===== src/rtl/core/chs_pkg.sv =====
`default_nettype none

package chs_pkg;

	// command codes
	localparam logic [1:0] CMD_LOAD = 2'd0;
	localparam logic [1:0] CMD_FWD  = 2'd1;
	localparam logic [1:0] CMD_BACK = 2'd2;

	localparam logic [16:0] DAY_SECONDS = 17'd86400;
	localparam logic [16:0] MAX_STEP    = 17'd43200;
	localparam logic [11:0] YEAR_LOW    = 12'd1900;
	localparam logic [11:0] YEAR_HIGH   = 12'd2100;

	localparam logic [11:0] YEAR_RESET  = 12'd1901;
	localparam logic [3:0]  MONTH_RESET = 4'd1;
	localparam logic [4:0]  DAY_RESET   = 5'd1;
	localparam logic [16:0] SECS_RESET  = 17'd0;

	typedef struct packed {
		logic [11:0] year;
		logic [3:0]  month;
		logic [4:0]  day;
		logic [16:0] secs;
	} date_t;

	typedef struct packed {
		logic [1:0]  command;
		logic [11:0] year_in;
		logic [3:0]  month_in;
		logic [4:0]  day_in;
		logic [16:0] time_in;
		logic [16:0] step_seconds;
	} cmd_t;

	typedef struct packed {
		logic        ok;
		logic [11:0] year_out;
		logic [3:0]  month_out;
		logic [4:0]  day_out;
		logic [16:0] time_out;
	} rsp_t;

	// length of a month; the leap test is only exact for 1901..2099, the only
	// years for which the result is ever used (2000 is a leap year)
	function automatic logic [4:0] days_in(input logic [11:0] year, input logic [3:0] month);
		logic [4:0] len;
		unique case (month)
			4'd2:    len = (year[1:0] == 2'b00) ? 5'd29 : 5'd28;
			4'd4:    len = 5'd30;
			4'd6:    len = 5'd30;
			4'd9:    len = 5'd30;
			4'd11:   len = 5'd30;
			default: len = 5'd31;
		endcase
		return len;
	endfunction

endpackage

`default_nettype wire


===== src/rtl/core/chs_valid.sv =====
`default_nettype none

module chs_valid
	import chs_pkg::*;
(
	input  date_t date,
	output logic  valid
);

	assign valid = (date.year > YEAR_LOW) && (date.year < YEAR_HIGH)
		&& (date.month >= 4'd1) && (date.month <= 4'd12)
		&& (date.day >= 5'd1) && (date.day <= days_in(date.year, date.month))
		&& (date.secs <= DAY_SECONDS);

endmodule

`default_nettype wire


===== src/rtl/core/chs_next.sv =====
`default_nettype none

module chs_next
	import chs_pkg::*;
(
	input  cmd_t  cmd,
	input  date_t cur,
	input  logic  cur_ok,
	output date_t nxt,
	output logic  taken
);

	localparam logic [17:0] DAY18 = {1'b0, DAY_SECONDS};

	logic [17:0] fwd_sum;
	logic [17:0] fwd_wrap;
	logic [17:0] back_wrap;
	logic [4:0]  dim;
	logic [4:0]  prev_dim;
	logic        step_ok;

	always_comb begin
		fwd_sum   = {1'b0, cur.secs} + {1'b0, cmd.step_seconds};
		fwd_wrap  = fwd_sum - DAY18;
		back_wrap = {1'b0, cur.secs} + DAY18 - {1'b0, cmd.step_seconds};
		dim       = days_in(cur.year, cur.month);
		prev_dim  = days_in(cur.year, cur.month - 4'd1);
		step_ok   = (cmd.step_seconds <= MAX_STEP) && cur_ok;
		nxt       = cur;
		taken     = 1'b0;
		unique case (cmd.command)
			CMD_LOAD: begin
				taken     = 1'b1;
				nxt.year  = cmd.year_in;
				nxt.month = cmd.month_in;
				nxt.day   = cmd.day_in;
				nxt.secs  = cmd.time_in;
			end
			CMD_FWD: begin
				if (step_ok) begin
					taken = 1'b1;
					if (fwd_sum <= DAY18) begin
						nxt.secs = fwd_sum[16:0];
					end else begin
						nxt.secs = fwd_wrap[16:0];
						if (cur.day < dim) begin
							nxt.day = cur.day + 5'd1;
						end else begin
							nxt.day = 5'd1;
							if (cur.month < 4'd12) begin
								nxt.month = cur.month + 4'd1;
							end else begin
								nxt.month = 4'd1;
								nxt.year  = cur.year + 12'd1;
							end
						end
					end
				end
			end
			CMD_BACK: begin
				if (step_ok) begin
					taken = 1'b1;
					if (cmd.step_seconds <= cur.secs) begin
						nxt.secs = cur.secs - cmd.step_seconds;
					end else begin
						nxt.secs = back_wrap[16:0];
						if (cur.day > 5'd1) begin
							nxt.day = cur.day - 5'd1;
						end else if (cur.month > 4'd1) begin
							nxt.month = cur.month - 4'd1;
							nxt.day   = prev_dim;
						end else begin
							nxt.month = 4'd12;
							nxt.day   = 5'd31;
							nxt.year  = cur.year - 12'd1;
						end
					end
				end
			end
			default: begin
				taken = 1'b0;
			end
		endcase
	end

endmodule

`default_nettype wire


===== src/rtl/core/calendar_hour_stepper_core.sv =====
`default_nettype none

// channel  | handshake             | payload         | role
// ---------+-----------------------+-----------------+-----------------------------
// cmd      | cmd_valid / cmd_ready | cmd   (cmd_t)   | load, step forward, step back
// rsp      | rsp_valid / rsp_ready | rsp   (rsp_t)   | ok flag and stored date/time
//
// one command per cycle sustained while rsp is not stalled; a command reaches rsp
// through the input register, then the result register holding the updated date
// the date/time state updates in the same edge that loads the result
// register, so the next command always sees the result of the previous one
// reset: state returns to 1901-01-01, 0 s; both pipeline stages empty
// a stalled rsp holds its result; cmd_ready stays high while the input
// register is empty or moves forward in the same cycle

module calendar_hour_stepper_core
	import chs_pkg::*;
(
	input  wire  clk,
	input  wire  arst_n,

	input  wire  cmd_valid,
	output logic cmd_ready,
	input  cmd_t cmd,

	output logic rsp_valid,
	input  wire  rsp_ready,
	output rsp_t rsp
);

	// input register
	logic  valid_s1;
	cmd_t  cmd_s1;

	// stored calendar state and result register
	date_t state_q;
	logic  rsp_valid_q;
	rsp_t  rsp_q;

	// datapath
	logic  cur_ok;
	logic  new_ok;
	logic  taken;
	date_t nxt;
	logic  advance;

	// result register frees up when empty or being taken this cycle
	assign advance   = !rsp_valid_q || rsp_ready;
	assign cmd_ready = !valid_s1 || advance;

	// validity of the date before the command gates any step
	chs_valid u_cur_valid (
		.date  (state_q),
		.valid (cur_ok)
	);

	chs_next u_next (
		.cmd    (cmd_s1),
		.cur    (state_q),
		.cur_ok (cur_ok),
		.nxt    (nxt),
		.taken  (taken)
	);

	// ok reports the date after the command
	chs_valid u_new_valid (
		.date  (nxt),
		.valid (new_ok)
	);

	always_ff @(posedge clk or negedge arst_n) begin
		if (!arst_n) begin
			valid_s1      <= 1'b0;
			rsp_valid_q   <= 1'b0;
			state_q.year  <= YEAR_RESET;
			state_q.month <= MONTH_RESET;
			state_q.day   <= DAY_RESET;
			state_q.secs  <= SECS_RESET;
		end else begin
			if (cmd_ready) begin
				valid_s1 <= cmd_valid;
			end
			if (advance) begin
				rsp_valid_q <= valid_s1;
				if (valid_s1) begin
					state_q <= nxt;
				end
			end
		end
	end

	// payload registers, no reset
	always_ff @(posedge clk) begin
		if (cmd_valid && cmd_ready) begin
			cmd_s1 <= cmd;
		end
		if (advance && valid_s1) begin
			rsp_q.ok        <= taken && new_ok;
			rsp_q.year_out  <= nxt.year;
			rsp_q.month_out <= nxt.month;
			rsp_q.day_out   <= nxt.day;
			rsp_q.time_out  <= nxt.secs;
		end
	end

	assign rsp_valid = rsp_valid_q;
	assign rsp       = rsp_q;

endmodule

`default_nettype wire


===== config.mk =====
export PLATFORM = sky130hd
export DESIGN_NAME = calendar_hour_stepper_core
export DESIGN_NICKNAME = d
export VERILOG_FILES = /design/src/rtl/core/chs_pkg.sv /design/src/rtl/core/chs_valid.sv /design/src/rtl/core/chs_next.sv /design/src/rtl/core/calendar_hour_stepper_core.sv
export SDC_FILE = /design/constraint.sdc
export NUM_CORES = 1
export LEC_CHECK = 0
export BUFFER_PORTS_ARGS = -buffer_cell sky130_fd_sc_hd__buf_2
export CELL_PAD_IN_SITES_DETAIL_PLACEMENT = 0
export CELL_PAD_IN_SITES_GLOBAL_PLACEMENT = 1
export CORE_UTILIZATION = 30
export CTS_CLUSTER_DIAMETER = 30
export DETAILED_ROUTE_END_ITERATION = 16
export PLACE_DENSITY = 0.64
export SLEW_MARGIN = 20
export SYNTH_ARGS = -nofsm -noshare
export SYNTH_HDL_FRONTEND = slang
export SYNTH_SLANG_ARGS = --single-unit

===== constraint.sdc =====
create_clock -name clk -period 10.83 [get_ports clk]
set_input_delay 0 -clock clk [delete_from_list [all_inputs] [get_ports clk]]
set_output_delay 0 -clock clk [all_outputs]
set_load 0.01 [all_outputs]

==> results of run 1 <==
final timing paths:
path                                      endpoint  cells after the start
setup / recovery                 rsp[38]$_DFFE_PP_                     25
hold / removal             state_q[25]$_DFFE_PN0P_                      3
min in group clk              cmd_s1[45]$_DFFE_PP_                      2
max in group asynchronous   state_q[5]$_DFFE_PN0P_                      3
setup reg to reg                 rsp[38]$_DFFE_PP_                     25
hold reg to reg              rsp_valid$_DFFE_PN0P_                      1
worst reg2reg max path, stage by stage, from the launching register on:
cell	delay [ps]
dfstp_2	620
inv_1	150
ha_1	260
nor3b_1	150
ha_1	310
nor2b_1	130
o2111ai_1	480
o211ai_1	180
or4_1	670
buf_4	340
nor4_1	610
mux2i_1	180
a221o_1	350
or3_1	310
o22ai_1	250
o21a_1	250
o21ai_0	110
a31oi_1	200
ha_1	170
inv_1	40
a21oi_1	130
a21oi_1	50
a41oi_1	200
o21a_1	140
nand3_1	70
a211oi_2	190
layout by cell type, fill, tap and decap left out, drive strengths merged, types with 7 or more instances in the layout:
cell type | netlist | routed
dfrtp | 30 | 30
a211o | 7 | 7
a21oi | 90 | 90
nor4 | 16 | 16
nor2 | 80 | 80
or3 | 12 | 12
clkbuf | 53 | 18
ha | 74 | 74
mux2 | 14 | 14
nand3 | 23 | 23
dlygate4sd3 | 0 | 61
buf | 12 | 111
nor2b | 12 | 12
fa | 14 | 14
o2111ai | 9 | 9
nand2 | 122 | 122
or4 | 12 | 12
inv | 100 | 107
nor3 | 28 | 28
a221oi | 12 | 12
o21ai | 79 | 79
dfstp | 10 | 10
edfxtp | 96 | 96
xnor2 | 37 | 37
nand2b | 13 | 13
a31oi | 19 | 19
nand4 | 11 | 11
and2 | 10 | 10
o21a | 9 | 9
a211oi | 14 | 14
xor2 | 9 | 9
o211ai | 18 | 18
o31ai | 16 | 16
report_power, final:
group          internal, µW  total (µW)  switching (µW)
clock network           345         604             259
registers               648         760             112
logic                   444        1180             740
total                  1440        2550            1110
layer usage:
metal	GRT usage (%)	vias up	wire length (µm)
li1	-	4562	-
met5	0	-	0
met3	3.45	46	1940
met4	6.95	0	779
met1	28.8	4572	17000
met2	31.3	315	15800
logic make-up after synthesis:
kind of cell	share of synthesized area [%]
simple gates	17.2
compound gates	22.6
buf+inv	6.11
fa+ha+maj	11.5
mux	1.78
flops	37.0
xor+xnor	3.90
metrics by stage:
step           power (µW)  utilization (%)  setup slack, ps  std cells  hold slack (ps)
2_1_floorplan        1560                -             5410       1177             -296
3_3_place_gp         1920             33.1             4370       1678              175
3_5_place_dp         1920             33.1             4210       1678              165
4_1_cts              2560             36.5             4170       1771              216
5_1_grt              2720             36.5             3540       1771              232
6_report             2550             36.5             4140       1771              205
state kept, by name (all words and copies together) (netlist names):
register   cells
valid_s1       1
state_q       38
rsp           39
cmd_s1        57
rsp_valid      1
layout make-up:
type / count / area share (%)
repair buffers: 172 / 9.44
clock buffers: 18 / 3.40
flip-flops and latches: 136 / 30.9
multi-input cells: 873 / 47.4
well taps: 455 / 4.51
inverters: 103 / 3.06
clock inverters: 14 / 1.30
timing repair:
| item | CTS | global route |
|---|---|---|
| hold endpoints to repair | 89 | 0 |
| hold buffers | 61 | 0 |
| resized for setup | 0 | 0 |
| buffers inserted | 0 | 0 |
==> out/summary.txt, run 1 <==
Sequential area share after synthesis -> 37.0%
Largest stage delay, worst path -> 670 ps
FF+latch count, synth -> 136
IR drop worst, VDD -> 0.144 mV
WL final -> 35.5 mm
Gpl congestion -> 0.867
H-Tree Level Count -> 4
Top cell by count, worst path -> ha_1
Number of fill cells -> 3645
First-pass GRT wire length -> 55.5 mm
Final antenna-violating net count -> 0
Placeable Area -> 34500 µm²
Pin count of the biggest net entering global routing -> 58
Ranking of synthesized cells by area -> edfxtp_1, ha_1, dfrtp_1, nand2_1, a21oi_1
Storage cell area -> 3900 µm²
Width of the die -> 189 µm
DR iter-0 viols -> 841
Maximum clock insertion buffer count -> 2
Status -> finished clean
Worst-path cell with the longest stage delay -> or4_1
RSZ-0062 raised after global routing -> no
Global route overflow -> 0
GR Util All Layers -> 20.4%
Die Ht -> 189 µm
Number of synthesis warnings -> 0
Post-synth top area share -> 27.4%
Fin Clk Skew -> 14.6 ps
CTS root buf -> clkbuf_16
DR vias -> 9495
Syn Inst Count -> 1177
CP Class -> flop to flop
Required @ worst endpoint -> 11130 ps
Final setup viols -> 0
Worst path buffer plus inverter count -> 3
Critical path fanouts, max -> 26
Final hold violations -> 0
Fmax -> 0.149 GHz
CTS buffer count -> 17
CTS Sinks -> 136
Hold crit path type -> input pin to async pin
Setup TNS -> 0 ps
DRC Markers -> 0
Most frequent cells after synthesis -> nand2_1, inv_1, edfxtp_1, a21oi_1, nor2_1
Rel. slew slack -> 32.2%
Initial antenna violation count -> 0
Pleak -> 0.00500 µW
CP arrival -> 6990 ps
Synth area leader -> edfxtp_1
Area occupied by multi-input gates -> 5990 µm²
Flop-to-flop setup slack -> 4140 ps
WL/cell -> 20.0 µm
Pwr dens -> 202 nW/µm²
Synthesized cell area -> 10500 µm²
Crit. Startpoint -> state_q[22]$_DFFE_PN1P_
Post-synth EDFFs -> 96
Netlist cell types -> 85
Fin area -> 12600 µm²
Reg clk slew, reported paths -> 70 ps
Final antenna diode count -> 0
Ys async rst share -> 29.4%
CP endpoint kind -> flop
Startpoint types -> flop
Most frequent cell after synthesis -> nand2_1
DP HPWL -> 25.7 mm
Num rows -> 68
Fin crit period -> 6690 ps
Final Cycle Share -> 61.8%
Area growth, synth to finish -> 20.0%
Mapped Nets -> 1326
Vias in the first global route -> 9309
Layout Nets -> 1452
Vias/cell -> 5.36
Fraction of layout cells with a size suffix above 1 -> 14.1%
Max Slew Vio Count -> 0
CTS tree -> done
TritonRoute pass-1 iters -> 5
# IOs -> 102
Mapped Avg Cell Area -> 8.94 µm²
Crit path max-delay family -> compound AO/OA/AOI/OAI gates
Port-buffer cells -> 101
Initial Utilization -> 30.5%
Maxcap violations -> 0
Instance area at placement -> 11400 µm²
Commonest register cell after synthesis -> edfxtp_1
Die ar. -> 35800 µm²
Worst-Margin Slew -> 1010 ps
Reg2reg start -> state_q[22]$_DFFE_PN1P_
Skew-Pair Late Insertion Delay -> 460 ps
Power figures use the tool's default switching activity.
==> inputs of run 2 (changes only) <==
==> constraint.sdc (replaced) <==
create_clock -name clk -period 6.5 [get_ports clk]
set_input_delay 0 -clock clk [delete_from_list [all_inputs] [get_ports clk]]
set_output_delay 0 -clock clk [all_outputs]
set_load 0.01 [all_outputs]
==> run 2 against run 1 <==
  * Highest routed layer unchanged
  * Sequential power up 66%
  * Critical path type unchanged
  * Global-route usage up 0.068 points
  * Clock skew down 2.2 ps
  * Fmax up 14%
  * Largest cell class unchanged
==> out/summary.txt, run 2 (synthesis gave the netlist of run 1 again) <==
First-pass GRT wire length -> 55.6 mm (+0.17%)
Hold crit path type -> input pin to async pin
Fin area -> 12700 µm² (+0.94%)
Number of fill cells -> 3635 (-0.27%)
WL final -> 36.0 mm (+1.5%)
Vias/cell -> 5.37 (about the same)
Fin crit period -> 5880 ps (-816 ps)
Die ar. -> 35800 µm² (unchanged)
Worst-path cell with the longest stage delay -> a2111o_1
Width of the die -> 189 µm (unchanged)
TritonRoute pass-1 iters -> 5 (unchanged)
Most frequent cells in the layout -> nand2_1, buf_2, inv_1, edfxtp_1, a21oi_1
Die Ht -> 189 µm (unchanged)
Final Cycle Share -> 90.4% (+29 points)
DR vias -> 9588 (+0.98%)
# IOs -> 102 (unchanged)
Startpoint types -> flop
Maxcap violations -> 0 (unchanged)
Fmax -> 0.170 GHz (+14%)
DP HPWL -> 26.2 mm (+1.9%)
Pin count of the biggest net entering global routing -> 58 (unchanged)
Worst setup margin -> 622 ps (-3510 ps)
CP arrival -> 6170 ps (-820 ps)
Reg clk slew, reported paths -> 70 ps (about the same)
Rel. slew slack -> 43.6% (+11 points)
Pleak -> 0.00509 µW (+1.9%)
Global route overflow -> 0 (unchanged)
Storage cell area -> 3900 µm² (unchanged)
Final setup viols -> 0 (unchanged)
Max FFs per register -> 57 (unchanged)
Fraction of layout cells with a size suffix above 1 -> 15.3% (+1.2 points)
IR drop worst, VDD -> 0.250 mV (+74%)
Commonest non-fill, non-tap cell in the layout -> nand2_1
Initial antenna violation count -> 0 (unchanged)
Instance area at placement -> 11600 µm² (+1.2%)
Largest stage delay, worst path -> 480 ps (-190 ps)
Worst-Margin Slew -> 845 ps (-168 ps)
Initial Utilization -> 30.5% (unchanged)
Final antenna-violating net count -> 0 (unchanged)
Required @ worst endpoint -> 6800 ps (-4330 ps)
Worst-path cell chain -> inv_1, ha_1, nand2b_1, a2111o_1, a2111o_1, and2_1, o31ai_1, xnor2_1, o2111a_1, or2_1, a221oi_1, o21a_1, o21ai_0, a31oi_1, ha_1, inv_1, a21oi_1, a21oi_1, a41oi_1, o21a_1, nand3_1, a211oi_2
Fin Clk Skew -> 12.4 ps (-2.21 ps)
Maximum clock insertion buffer count -> 2 (unchanged)
Largest register by flop count -> cmd_s1
RSZ-0062 raised after global routing -> no
WL/cell -> 20.2 µm (+0.55%)
Status -> finished clean
Total setup buffers inserted after CTS -> 0 (unchanged)
CP endpoint kind -> flop
Port-buffer cells -> 101 (unchanged)
CTS Sinks -> 136 (unchanged)
CTS root buf -> clkbuf_16
Area occupied by multi-input gates -> 5990 µm² (+0.10%)
DRC Markers -> 0 (unchanged)
Final hold violations -> 0 (unchanged)
Final antenna diode count -> 0 (unchanged)
GR Util All Layers -> 20.5% (+0.068 points)
Worst path buffer plus inverter count -> 2 (-1)
Gpl congestion -> 0.874 (+0.78%)
Placeable Area -> 34500 µm² (unchanged)
Max Slew Vio Count -> 0 (unchanged)
Num rows -> 68 (unchanged)
Area growth, synth to finish -> 21.1%
Layout Nets -> 1468 (+1.1%)
DR iter-0 viols -> 718 (-15%)
Critical path fanouts, max -> 9 (-65%)
CTS buffer count -> 17 (unchanged)
Vias in the first global route -> 9316 (+0.075%)
H-Tree Level Count -> 4 (unchanged)
Hold WS -> 199 ps (-5.20 ps)
Pwr dens -> 331 nW/µm² (+64%)
Setup TNS -> 0 ps (unchanged)
CTS tree -> done
CP Class -> flop to flop
Crit path max-delay family -> compound AO/OA/AOI/OAI gates
Skew-Pair Late Insertion Delay -> 460 ps (about the same)
Pre-CTS setup slack -> 517 ps (-3690 ps)
[run 2: cell types whose count changed in the layout (fill, tap and decap cells not counted), sizes merged]
cell / change
buf: +16
bufinv: -2
inv: +4
clkinv: +3
clkbuf: -1
clkinvlp: -4
[run 2: per-layer routing]
layer / track usage [%] / part of all wire (%)
met2: 32.0 / 45
met1: 28.8 / 47
met4: 7.26 / 2.2
met5: 0 / 0
met3: 2.74 / 5.2
[run 2: repair_timing]
| action | in CTS | in global routing |
|---|---|---|
| endpoints found under the setup margin | 0 | 1 |
| hold buffers | 61 | 0 |
| endpoints found under the hold margin | 89 | 0 |
| resized for setup | 0 | 2 |
[run 2: tightest hold or removal path, delay by kind of cell]
kind,cells,cell delay [ps]
buffers and inverters,3,1120
[run 2: per-stage QoR]
step,instances,utilization (%),power (µW)
detailed placement,1694,33.4,3220
floorplan,1177,-,2610
global placement,1694,33.4,3220
finish,1787,36.9,4220
global route,1787,36.9,4510
CTS,1787,36.9,4240
[run 2: worst paths after layout]
kind	startpoint	to	slack (ps)	cells past startpoint
min	arst_n	state_q[25]$_DFFE_PN0P_	200	3
max in group asynchronous	arst_n	state_q[5]$_DFFE_PN0P_	5850	3
min in group clk	cmd[3]	cmd_s1[3]$_DFFE_PP_	250	2
min reg2reg	valid_s1$_DFFE_PN0N_	rsp_valid$_DFFE_PN0P_	490	1
max reg2reg	cmd_s1[1]$_DFFE_PP_	rsp[38]$_DFFE_PP_	620	22
max	cmd_s1[1]$_DFFE_PP_	rsp[38]$_DFFE_PP_	620	22
[run 2: power by group]
part           total, µW  internal [µW]  switching, µW
Sequential          1260           1080            179
Combinational       2000            762           1240
Clock                965            510            454
Total               4220           2350           1870
[run 2: area by class of cell]
class	count	share of cell area [%]
tap	455	4.47
inverter	103	3.03
sequential	136	30.6
clock inverter	15	1.16
multi-input combinational	873	47.0
timing repair buffer	188	10.4
clock buffer	17	3.34
==> inputs of run 3 (changes only) <==
--- a/config.mk
+++ b/config.mk
@@ -5,13 +5,14 @@
 export SDC_FILE = /design/constraint.sdc
 export NUM_CORES = 1
 export LEC_CHECK = 0
+export ABC_AREA = 1
 export BUFFER_PORTS_ARGS = -buffer_cell sky130_fd_sc_hd__buf_2
 export CELL_PAD_IN_SITES_DETAIL_PLACEMENT = 0
 export CELL_PAD_IN_SITES_GLOBAL_PLACEMENT = 1
 export CORE_UTILIZATION = 30
 export CTS_CLUSTER_DIAMETER = 30
 export DETAILED_ROUTE_END_ITERATION = 16
-export PLACE_DENSITY = 0.64
+export PLACE_DENSITY = 0.66
 export SLEW_MARGIN = 20
 export SYNTH_ARGS = -nofsm -noshare
 export SYNTH_HDL_FRONTEND = slang
==> run 3 against run 2 <==
  * Combinational power up 82%
  * Sequential share of layout area fell by 2.9 points
  * Non-clock buffer count decreased by 12
  * Critical path type unchanged
  * Critical endpoint unchanged
  * Highest routed layer unchanged
==> out/summary.txt, run 3 <==
# IOs -> 102 (unchanged)
Worst-path cell with the longest stage delay -> edfxtp_1
DR vias -> 11.7k (+22%)
Number of synthesis warnings -> 0 (unchanged)
Pin count of the biggest net entering global routing -> 63 (+8.6%)
Port-buffer cells -> 101 (unchanged)
Hold WS -> 173 ps (-26.6 ps)
Mapped Avg Cell Area -> 6.98 µm² (-22%)
Number of fill cells -> 4240 (+17%)
Top cell by count, worst path -> nand2_1
Max FFs per register -> 57 (unchanged)
Num rows -> 72 (+5.9%)
Vias in the first global route -> 11.5k (+23%)
CTS tree -> done
Top Layer Used -> met4
Reg clk slew, reported paths -> 60 ps (about the same)
Most frequent cells in the layout -> nand2_1, inv_1, nand3_1, o21ai_0, nor2_1
DP HPWL -> 32.7 mm (+25%)
DRC Markers -> 0 (unchanged)
Rel. slew slack -> 35.3% (-8.3 points)
Vias/cell -> 4.93 (-8.1%)
CTS buffer count -> 17 (unchanged)
WL/cell -> 18.0 µm (-11%)
Met2 WL post-DR -> 18.5 mm (+13%)
Critical path fanouts, max -> 21 (+12)
CP endpoint kind -> flop
Mapped Nets -> 1859 (+40%)
Sequential area share after synthesis -> 32.6% (-4.4 points)
DR WL met3 -> 1.91 mm (+2.3%)
First-pass GRT wire length -> 67.2 mm (+21%)
TritonRoute pass-1 iters -> 7 (+2)
H-Tree Level Count -> 4 (unchanged)
Die ar. -> 40600 µm² (+13%)
Required @ worst endpoint -> 6700 ps (-100 ps)
Die Ht -> 201 µm (+6.5%)
Startpoint types -> flop
Maxcap violations -> 0 (unchanged)
Largest stage delay, worst path -> 410 ps (-70 ps)
GR Util All Layers -> 21.5% (+1.1 points)
Fin crit period -> 5280 ps (-595 ps)
Area occupied by multi-input gates -> 6810 µm² (+14%)
Storage cell area -> 3900 µm² (unchanged)
Commonest non-fill, non-tap cell in the layout -> nand2_1
Netlist cell types -> 49 (-42%)
Most frequent cells after synthesis -> nand2_1, inv_1, nand3_1, o21ai_0, nor2_1
Most frequent cell after synthesis -> nand2_1
Status -> finished clean
Final Cycle Share -> 81.3% (-9.2 points)
Ys async rst share -> 29.4% (unchanged)
Ranking of synthesized cells by area -> edfxtp_1, nand2_1, ha_1, inv_1, dfrtp_1
Skew-Pair Late Insertion Delay -> 470 ps (about the same)
IR drop worst, VDD -> 0.236 mV (-5.6%)
FF+latch count, synth -> 136 (unchanged)
Hold crit path type -> input pin to async pin
Max Slew Vio Count -> 0 (unchanged)
Layout Utilization -> 36.2% (-0.68 points)
DR iter-0 viols -> 857 (+19%)
CTS root buf -> clkbuf_16
RSZ-0062 raised after global routing -> no
Final antenna diode count -> 0 (unchanged)
Final setup viols -> 0 (unchanged)
CTS Sinks -> 136 (unchanged)
Width of the die -> 201 µm (+6.5%)
Final antenna-violating net count -> 0 (unchanged)
Largest register by flop count -> cmd_s1
Post-synth top area share -> 24.1% (-3.3 points)
Final Non-Filler Cells -> 2372 (+33%)
Pwr dens -> 428 nW/µm² (+29%)
Pleak -> 0.00671 µW (+32%)
Synth area leader -> edfxtp_1
Gpl congestion -> 0.968 (+11%)
Commonest register cell after synthesis -> edfxtp_1
Post-synth EDFFs -> 96 (unchanged)
Global route overflow -> 0 (unchanged)
Layout Nets -> 1990 (+36%)
Synthesized cell area -> 11900 µm² (+13%)
Syn Inst Count -> 1710 (+45%)
Number of placed cells counting well taps -> 2278 (+34%)
Area growth, synth to finish -> 18.0%
Fin Clk Skew -> 20.1 ps (+7.69 ps)
Fmax -> 0.189 GHz (+11%)
CP arrival -> 5480 ps (-690 ps)
Initial antenna violation count -> 1 (+1)
CP Class -> flop to flop
WL final -> 42.7 mm (+19%)
Setup TNS -> 0 ps (unchanged)
Fraction of layout cells with a size suffix above 1 -> 12.1% (-3.2 points)
Maximum clock insertion buffer count -> 2 (unchanged)
Worst-Margin Slew -> 969 ps (+123 ps)
Initial Utilization -> 30.7% (+0.22 points)
M1 wire length -> 21.9 mm (+28%)
Final hold violations -> 0 (unchanged)
Placeable Area -> 38900 µm² (+13%)
-- run 3: cell types whose count changed after synthesis, moves of 26 or more --
cell	delta
nor2_1	+35
xor2_1	+26
xnor2_1	-34
nand3_1	+114
inv_1	+132
nand2_1	+388
o21ai_0	+52
-- run 3: metrics by stage --
step	area [µm²]	worst slack, ps	power, µW
global route	14100	542	6550
CTS	14100	1210	6020
floorplan	11900	2280	3900
detailed placement	12900	1220	4940
global placement	12900	1200	4980
finish	14100	1220	6030
-- run 3: path summary, 6_finish.rpt --
kind / cells after the start / to / from / slack (ps)
worst min register to register: 2 / state_q[17]$_DFFE_PN1P_ / state_q[17]$_DFFE_PN1P_ / 530
worst max register to register: 33 / rsp[38]$_DFFE_PP_ / cmd_s1[1]$_DFFE_PP_ / 1220
max in group asynchronous: 3 / state_q[11]$_DFFE_PN0P_ / arst_n / 5870
worst max-delay path: 33 / rsp[38]$_DFFE_PP_ / cmd_s1[1]$_DFFE_PP_ / 1220
min in group clk: 2 / cmd_s1[36]$_DFFE_PP_ / cmd[36] / 250
worst min-delay path: 3 / state_q[30]$_DFFE_PN0P_ / arst_n / 170
-- run 3: critical path, delay by kind of cell, from the launching register on --
family	cells	cell delay (ps)
and+or+nand+nor	26	3300
adders and majority gates	2	560
DFF	1	410
buffers and inverters	3	400
xor gates and xnor gates	1	260
AOI/OAI and AO/OA	1	70
-- run 3: cells by family after synthesis --
family | share of synthesized area, %
AOI/OAI and AO/OA | 13.1
xor gates and xnor gates | 2.71
adders and majority gates | 10.1
buffers and inverters | 10.4
DFF | 32.6
and+or+nand+nor | 31.1
-- run 3: layout make-up --
| class | count | area share (%) |
|---|---|---|
| inverters | 245 | 6.53 |
| clock buffers | 17 | 3.02 |
| clock inverters | 15 | 1.18 |
| well taps | 518 | 4.60 |
| flip-flops and latches | 136 | 27.7 |
| repair buffers | 176 | 8.68 |
| multi-input cells | 1265 | 48.3 |
-- run 3: layer usage --
metal	up-vias	GRT usage [%]
met1	5532	32.3
li1	5826	-
met2	315	32.6
met3	25	2.77
met4	0	4.57
met5	-	0
-- run 3: what timing repair did --
item	in CTS	in global routing
resized for setup	0	0
hold buffers	62	0
setup buffers	0	0
hold endpoints to repair	89	0
-- run 3: power breakdown --
part	switching, µW	total, µW	internal (µW)	leakage, µW
clock	436	1010	572	0.000277
sequential	245	1400	1150	0.00142
combinational	2520	3630	1110	0.00502
